## src/rtl/core/rde_pkg.sv

```systemverilog
// shared types, codes and sizes for the reversible deque engine
package rde_pkg;

  // sizes
  localparam int DEPTH     = 1024;
  localparam int ADDR_W    = $clog2(DEPTH);
  localparam int CNT_W     = ADDR_W + 1;
  localparam int VALUE_W   = 16;
  localparam int OP_W      = 3;
  localparam int STATUS_W  = 2;
  localparam int IN_DATA_W = ((VALUE_W + 7) / 8) * 8;
  localparam int OUT_DATA_W = ((VALUE_W + CNT_W + 7) / 8) * 8;

  // operation codes
  typedef logic [OP_W-1:0] op_t;
  localparam op_t OP_CLEAR  = 3'd0;
  localparam op_t OP_APPEND = 3'd1;
  localparam op_t OP_TOGGLE = 3'd2;
  localparam op_t OP_DELETE = 3'd3;
  localparam op_t OP_READ   = 3'd4;

  // result status codes
  typedef logic [STATUS_W-1:0] status_t;
  localparam status_t ST_OK    = 2'd0;
  localparam status_t ST_ERROR = 2'd1;
  localparam status_t ST_EMPTY = 2'd2;
  localparam status_t ST_FULL  = 2'd3;

  // controller to datapath
  typedef struct packed {
    logic accept;   // input transfer: apply the operation
    logic capture;  // load popped element into the result
  } dp_cmd_t;

  // datapath to controller
  typedef struct packed {
    logic read_hit; // pending operation is a read out on a non-empty deque with no sticky error
  } dp_stat_t;

endpackage

```

## src/rtl/core/rde_ctrl.sv

```systemverilog
// handshake controller: accepts operations and sequences memory reads
module rde_ctrl (
  input  logic               clk,
  input  logic               rst,
  input  logic               in_valid,
  output logic               in_ready,
  output logic               out_valid,
  input  logic               out_ready,
  input  rde_pkg::dp_stat_t  stat,
  output rde_pkg::dp_cmd_t   cmd
);
  import rde_pkg::*;

  typedef enum logic [1:0] {
    S_IDLE  = 2'b01,
    S_FETCH = 2'b10
  } state_t;

  state_t state, state_next;
  logic   valid, valid_next;

  assign out_valid   = valid;
  assign in_ready    = (state == S_IDLE) && (!valid || out_ready);
  assign cmd.accept  = in_valid && in_ready;
  assign cmd.capture = (state == S_FETCH);

  // next state and result valid
  always_comb begin
    state_next = state;
    valid_next = valid;
    case (state)
      S_IDLE: begin
        if (cmd.accept) begin
          if (stat.read_hit) begin
            state_next = S_FETCH;
            valid_next = 1'b0;
          end else begin
            valid_next = 1'b1;
          end
        end else if (out_ready) begin
          valid_next = 1'b0;
        end
      end
      S_FETCH: begin
        state_next = S_IDLE;
        valid_next = 1'b1;
      end
      default: begin
        state_next = S_IDLE;
        valid_next = 1'b0;
      end
    endcase
  end

  always_ff @(posedge clk) begin
    if (rst) begin
      state <= S_IDLE;
      valid <= 1'b0;
    end else begin
      state <= state_next;
      valid <= valid_next;
    end
  end

endmodule

```

## config.mk

```make
export PLATFORM = sky130hd
export DESIGN_NAME = rde_ctrl
export DESIGN_NICKNAME = d
export VERILOG_FILES = /design/src/rtl/core/rde_pkg.sv /design/src/rtl/core/rde_ctrl.sv
export SDC_FILE = /design/constraint.sdc
export NUM_CORES = 1
export LEC_CHECK = 0
export BUFFER_PORTS_ARGS = -buffer_cell sky130_fd_sc_hd__buf_4
export CAP_MARGIN = 20
export CORE_AREA = 5 5 42 44
export DETAILED_ROUTE_END_ITERATION = 10
export DIE_AREA = 0 0 47 49
export GPL_TIMING_DRIVEN = 0
export HOLD_SLACK_MARGIN = 0.03
export PLACE_DENSITY_LB_ADDON = 0.05
export SYNTH_ARGS = -nofsm -noshare
export SYNTH_HDL_FRONTEND = slang
export SYNTH_SLANG_ARGS = --single-unit
```

## constraint.sdc

```tcl
create_clock -name clk -period 1.83 [get_ports clk]
set_clock_uncertainty 0.1 [all_clocks]
set_input_delay 0.366 -clock clk [delete_from_list [all_inputs] [get_ports clk]]
set_output_delay 0.366 -clock clk [all_outputs]
set_load 0.005 [all_outputs]
```

==> results.md, run 1 <==
* Largest net degree at the start of global routing at 6
* Clk sinks at 3
* Max Root-Sink Buffers at 2
* Clk pwr share at 0.474
* Synth Instances at 20
* Total Routing Usage GR at 0.0485
* Detail-routed via count per cell at 3.85
* Arr. time, crit path at ~1.2 ns
* P&R area growth vs syn at 59.0%
* Fin crit share at 0.908
* Critical path type: reg -> out
* Num rows at 14
* Global-route wire length before repair at 752 um
* Pwr/cell area at 846 mW/mm^2
* Total negative slack at 0 ns
* Vias in the first global route at 199
* F_max at 0.602 GHz
* Crit start category: register
* Port Buffer Count at 8
* Pwr Total at ~0.00024 W
* Crit path max fanout at 4
* Syn Area/Cell at 9.01 um^2
* Setup crit end kind: primary output
* Initial drt markers at 3
* Cts bufs inserted at 3
* Setup WS pre-CTS at 0.271 ns
* Max Cap Viol at 0
* N_diodes at 0
* RSZ-0062 raised after global routing: no
* Slew Limit Fails at 0
* Core ar. at 0.00140 mm^2
* Status: finished, final reports clean
* Root buffer selected by CTS: clkbuf_4
* Initial antenna violation count at 0
* Post-synth cell types at 13
* Most common library cell in the layout ignoring fill and taps: buf_4
* Share of the synthesized area in the top cell type at 0.333
* WL final at 470 um
* Most frequent cells in the layout: 8 x buf_4, 4 x inv_1, 3 x clkbuf_4, 3 x dfxtp_1
* Initial Util at 0.129
* Clock Latency Late Sink at about 0.23 ns
* Share of cells above drive strength 1 at 0.406
* CTS H-tree depth at 1
* Crit path time final at roughly 1.7 ns
* GPL Wtd Cong at 0.650
* Largest cells by area after synthesis: dfxtp_1 33%, ha_1 14%, inv_1 8.3%
* Top cell type by total area after synthesis: dfxtp_1
* Vias post-DR at 185
* Net Count, Synth at 27
* Hold_buf cts at 0
* R2r setup slk at 0.50 ns
* Switching power at 0.0000592 W
* Routed len/inst at a little under 10 um
* CTS resizes at 0
* Drt pass-1 iters at 2
* Ys Warns at 0
* Aggregate global routing overflow at 0
* Least-Margin Pin Slew at 0.170 ns
* Hold Fails Final Rpt at 0
* CTS tree: built
* Dpl hpwl at 407 um
* Reg power frac at 0.306
* Sw Share at 0.244
* NumNets Final at 40
* Cell area after synthesis at about 180 um^2
* Final ANT Viol Nets at 0
* Peak supply drop at between 0.2 and 0.3 mV
* Internal power at 0.000183 W
* Final non-filler cell total at 48
* DRC violation count after routing at 0
* Sequential share of the synthesized area at 0.333
* Postcts setup bufs at 0
* Final core occ at 0.204
* DIE WIDTH at 47 um
* Relative slew slack at 0.886
* Placed cells at 44
* Combinational Power Share at 0.220
* Synthesized flop and latch total at 3
* Die area at 0.00230 mm^2
* Chip height at 49 um
* P_leak at 0.144 nW
* Worst Slack Setup Final at 0.168 ns
* Setup Viol. Count Final at 0
* Worst Path Required at approximately 1.4 ns
* Worst min path class: in -> reg
* Worst-path clk slew at around 0.040 ns
* Number of I/O pins at 9
## metrics by stage
step           instance area, um^2  hold slack (ns)
3_3_place_gp                   260            0.378
2_1_floorplan                  180            0.353
4_1_cts                        287            0.359
6_report                       287            0.366
5_1_grt                        287            0.390
3_5_place_dp                   260            0.382
## final timing paths
check / start / endpoint / depth (start not counted)
max: out_valid$_SDFFE_PP0P_ / cmd[1] / 3
min: rst / out_valid$_SDFFE_PP0P_ / 3
min reg2reg: state[1]$_SDFFE_PP0P_ / state[1]$_SDFFE_PP0P_ / 2
max reg2reg: state[0]$_SDFFE_PP1P_ / out_valid$_SDFFE_PP0P_ / 4
## sequential cells by signal, summed over array words and instances, names as in the netlist
signal	count
out_valid	1
state	2
## per-layer routing
metal,part of all wire,global-route usage
met1,0.43,0.0547
met2,0.48,0.0656
met3,0.094,0.0111
met4,0,0.0553
met5,0,0
## cell families after synthesis
logic type / after synthesis / share of synthesized area
AO/OA/AOI/OAI: 5 / 0.229
adder cells (fa/ha/maj): 2 / 0.139
buffers and inverters: 4 / 0.0833
flip-flops: 3 / 0.333
AND/OR/NAND/NOR: 6 / 0.215
## area by class of cell
class,instances,area (um^2)
tap,16,20.0
clock buffer,4,26.3
sequential,3,60.1
inverter,4,15.0
timing repair buffer,8,60.1
multi-input combinational,13,105
fill,171,1110
## cell usage after synthesis
cell,count
inv_1,4
dfxtp_1,3
ha_1,2
nand2b_1,2
a21o_1,1
a21oi_1,1
a311o_1,1
a31oi_1,1
and2_1,1
and3_2,1
nand3_1,1
o22ai_2,1
or2b_1,1
## power groups by stage
stage          combinational, W  sequential (W)  clock (W)
6_report              0.0000534       0.0000742   0.000115
3_3_place_gp          0.0000549       0.0000753          0
2_1_floorplan         0.0000282       0.0000746          0
5_1_grt               0.0000605       0.0000750   0.000126
3_5_place_dp          0.0000538       0.0000753          0
4_1_cts               0.0000544       0.0000743   0.000122
## worst max-delay path: stages (launching register included)
cell,delay (ns)
dfxtp_1,0.33
or2b_1,0.28
and3_2,0.22
buf_4,0.13
No activity file was read; power rests on OpenSTA's default activity.
==> inputs of run 2 (changes only) <==
--- a/config.mk
+++ b/config.mk
@@ -8,6 +8,7 @@
 export BUFFER_PORTS_ARGS = -buffer_cell sky130_fd_sc_hd__buf_4
 export CAP_MARGIN = 20
 export CORE_AREA = 5 5 42 44
+export CTS_BUF_LIST = sky130_fd_sc_hd__clkbuf_16
 export DETAILED_ROUTE_END_ITERATION = 10
 export DIE_AREA = 0 0 47 49
 export GPL_TIMING_DRIVEN = 0
==> run 2 against run 1 <==
- count of clock-buffer cells in the layout shrank 1
- design area increased by 18%
- flip-flop and latch count did not move
- highest routed layer unchanged
==> results.md, run 2 (synthesis results as in run 1) <==
* Status: finished, final reports clean
* Clk sinks at 3 (unchanged)
* Drt pass-1 iters at 1 (-1)
* Fin crit share at 0.904 (-0.00354)
* Final ANT Viol Nets at 0 (unchanged)
* F_max at 0.604 GHz (+0.39%)
* Chip height at 49 um (unchanged)
* Most frequent cells in the layout: 8 x buf_4, 5 x inv_1, 3 x clkbuf_16, 3 x dfxtp_1
* Largest net degree at the start of global routing at 6 (unchanged)
* Core ar. at 0.00140 mm^2 (unchanged)
* Share of cells above drive strength 1 at 0.406 (unchanged)
* Pwr/cell area at 1380 mW/mm^2 (+63%)
* Setup Viol. Count Final at 0 (unchanged)
* Top reg by flops: state
* Detail-routed via count per cell at 3.81 (-1.1%)
* Number of I/O pins at 9 (unchanged)
* CTS resizes at 0 (unchanged)
* N_diodes at 0 (unchanged)
* Vias post-DR at 183 (-1.1%)
* Hold Fails Final Rpt at 0 (unchanged)
* Crit path time final at 1.66 ns (-0.00647 ns)
* Total negative slack at 0 ns (unchanged)
* CTS H-tree depth at 1 (unchanged)
* DRC violation count after routing at 0 (unchanged)
* P_leak at 0.171 nW (+19%)
* Initial Util at 0.129 (unchanged)
* Root buffer selected by CTS: clkbuf_16
* Most common library cell in the layout ignoring fill and taps: buf_4
* Routed len/inst at 10.5 um (+7.4%)
* Crit start category: register
* Final core occ at 0.242 (+0.0375)
* Aggregate global routing overflow at 0 (unchanged)
* Relative slew slack at 0.886 (unchanged)
* Max Cap Viol at 0 (unchanged)
* Die area at 0.00230 mm^2 (unchanged)
* NumNets Final at 40 (unchanged)
* Postcts setup bufs at 0 (unchanged)
* Total Routing Usage GR at 0.0527 (+0.00422)
* Least-Margin Pin Slew at 0.170 ns (unchanged)
* Worst Path Required at 1.36 ns (about the same)
* Port Buffer Count at 8 (unchanged)
* Cts bufs inserted at 3 (unchanged)
* Vias in the first global route at 217 (+9.0%)
* Dpl hpwl at 407 um (unchanged)
* Crit path max fanout at 4 (unchanged)
* Max reg flops at 2 (unchanged)
* Hold_buf cts at 0 (unchanged)
* RSZ-0062 raised after global routing: no
* Critical path type: reg -> out
* Initial antenna violation count at 0 (unchanged)
* DIE WIDTH at 47 um (unchanged)
* CTS tree: built
* Clock Latency Late Sink at 0.22 ns (about the same)
* Num rows at 14 (unchanged)
* GPL Wtd Cong at 0.650 (unchanged)
* Slew Limit Fails at 0 (unchanged)
* P&R area growth vs syn at 88.2%
* Worst-path clk slew at 0.03 ns (about the same)
* Max Root-Sink Buffers at 2 (unchanged)
* Setup crit end kind: primary output
* Worst min path class: in -> reg
* WL final at 505 um (+7.4%)
* Arr. time, crit path at 1.19 ns (about the same)
* Peak supply drop at 0.464 mV (+85%)
* Initial drt markers at 0 (-3)
* Global-route wire length before repair at 834 um (+11%)
## run 2: worst paths after layout
| path | depth (start not counted) | slack (ns) | from | to |
|---|---|---|---|---|
| hold reg to reg | 2 | 0.38 | state[1]$_SDFFE_PP0P_ | state[1]$_SDFFE_PP0P_ |
| setup / recovery | 3 | 0.17 | out_valid$_SDFFE_PP0P_ | cmd[1] |
| setup reg to reg | 4 | 0.50 | state[0]$_SDFFE_PP1P_ | out_valid$_SDFFE_PP0P_ |
| hold / removal | 3 | 0.37 | rst | out_valid$_SDFFE_PP0P_ |
## run 2: final cells by class
type                            count  area (um^2)
Clock buffer                        3         75.1
Inverter                            4         15.0
Sequential cell                     3         60.1
Multi-Input combinational cell     13          105
Tap cell                           16         20.0
Clock inverter                      1         3.75
Timing Repair Buffer                8         60.1
Fill cell                         169         1060
## run 2: per-layer routing
| metal | up-vias | global-route usage | share of wire |
|---|---|---|---|
| li1 | 92 | - | - |
| met1 | 85 | 0.0591 | 0.42 |
| met2 | 6 | 0.0747 | 0.49 |
| met3 | 0 | 0.0221 | 0.089 |
| met4 | 0 | 0.0415 | 0 |
| met5 | - | 0 | 0 |
## run 2: critical path, cell delays in order (launching register included)
cell and delay (ns):
dfxtp_1 0.33, or2b_1 0.28, and3_2 0.22, buf_4 0.13
## run 2: power by group
part	total [W]	switching, W	internal [W]	leakage [nW]
sequential	0.0000744	0.00000335	0.0000710	0.0246
clock	0.000341	0.0000589	0.000282	0.0423
combinational	0.0000534	0.0000228	0.0000306	0.104
total	0.000468	0.0000850	0.000383	0.171
## run 2: metrics by stage
| step | area (um^2) | hold slack (ns) | total power [W] | instances | worst slack (ns) |
|---|---|---|---|---|---|
| finish | 339 | 0.374 | 0.000468 | 48 | 0.175 |
| global route | 339 | 0.402 | 0.000491 | 48 | 0.134 |
| floorplan | 180 | 0.353 | 0.000103 | 20 | 0.533 |
| global placement | 260 | 0.378 | 0.000130 | 44 | 0.273 |
| CTS | 339 | 0.375 | 0.000478 | 48 | 0.168 |
| detailed placement | 260 | 0.382 | 0.000129 | 44 | 0.271 |
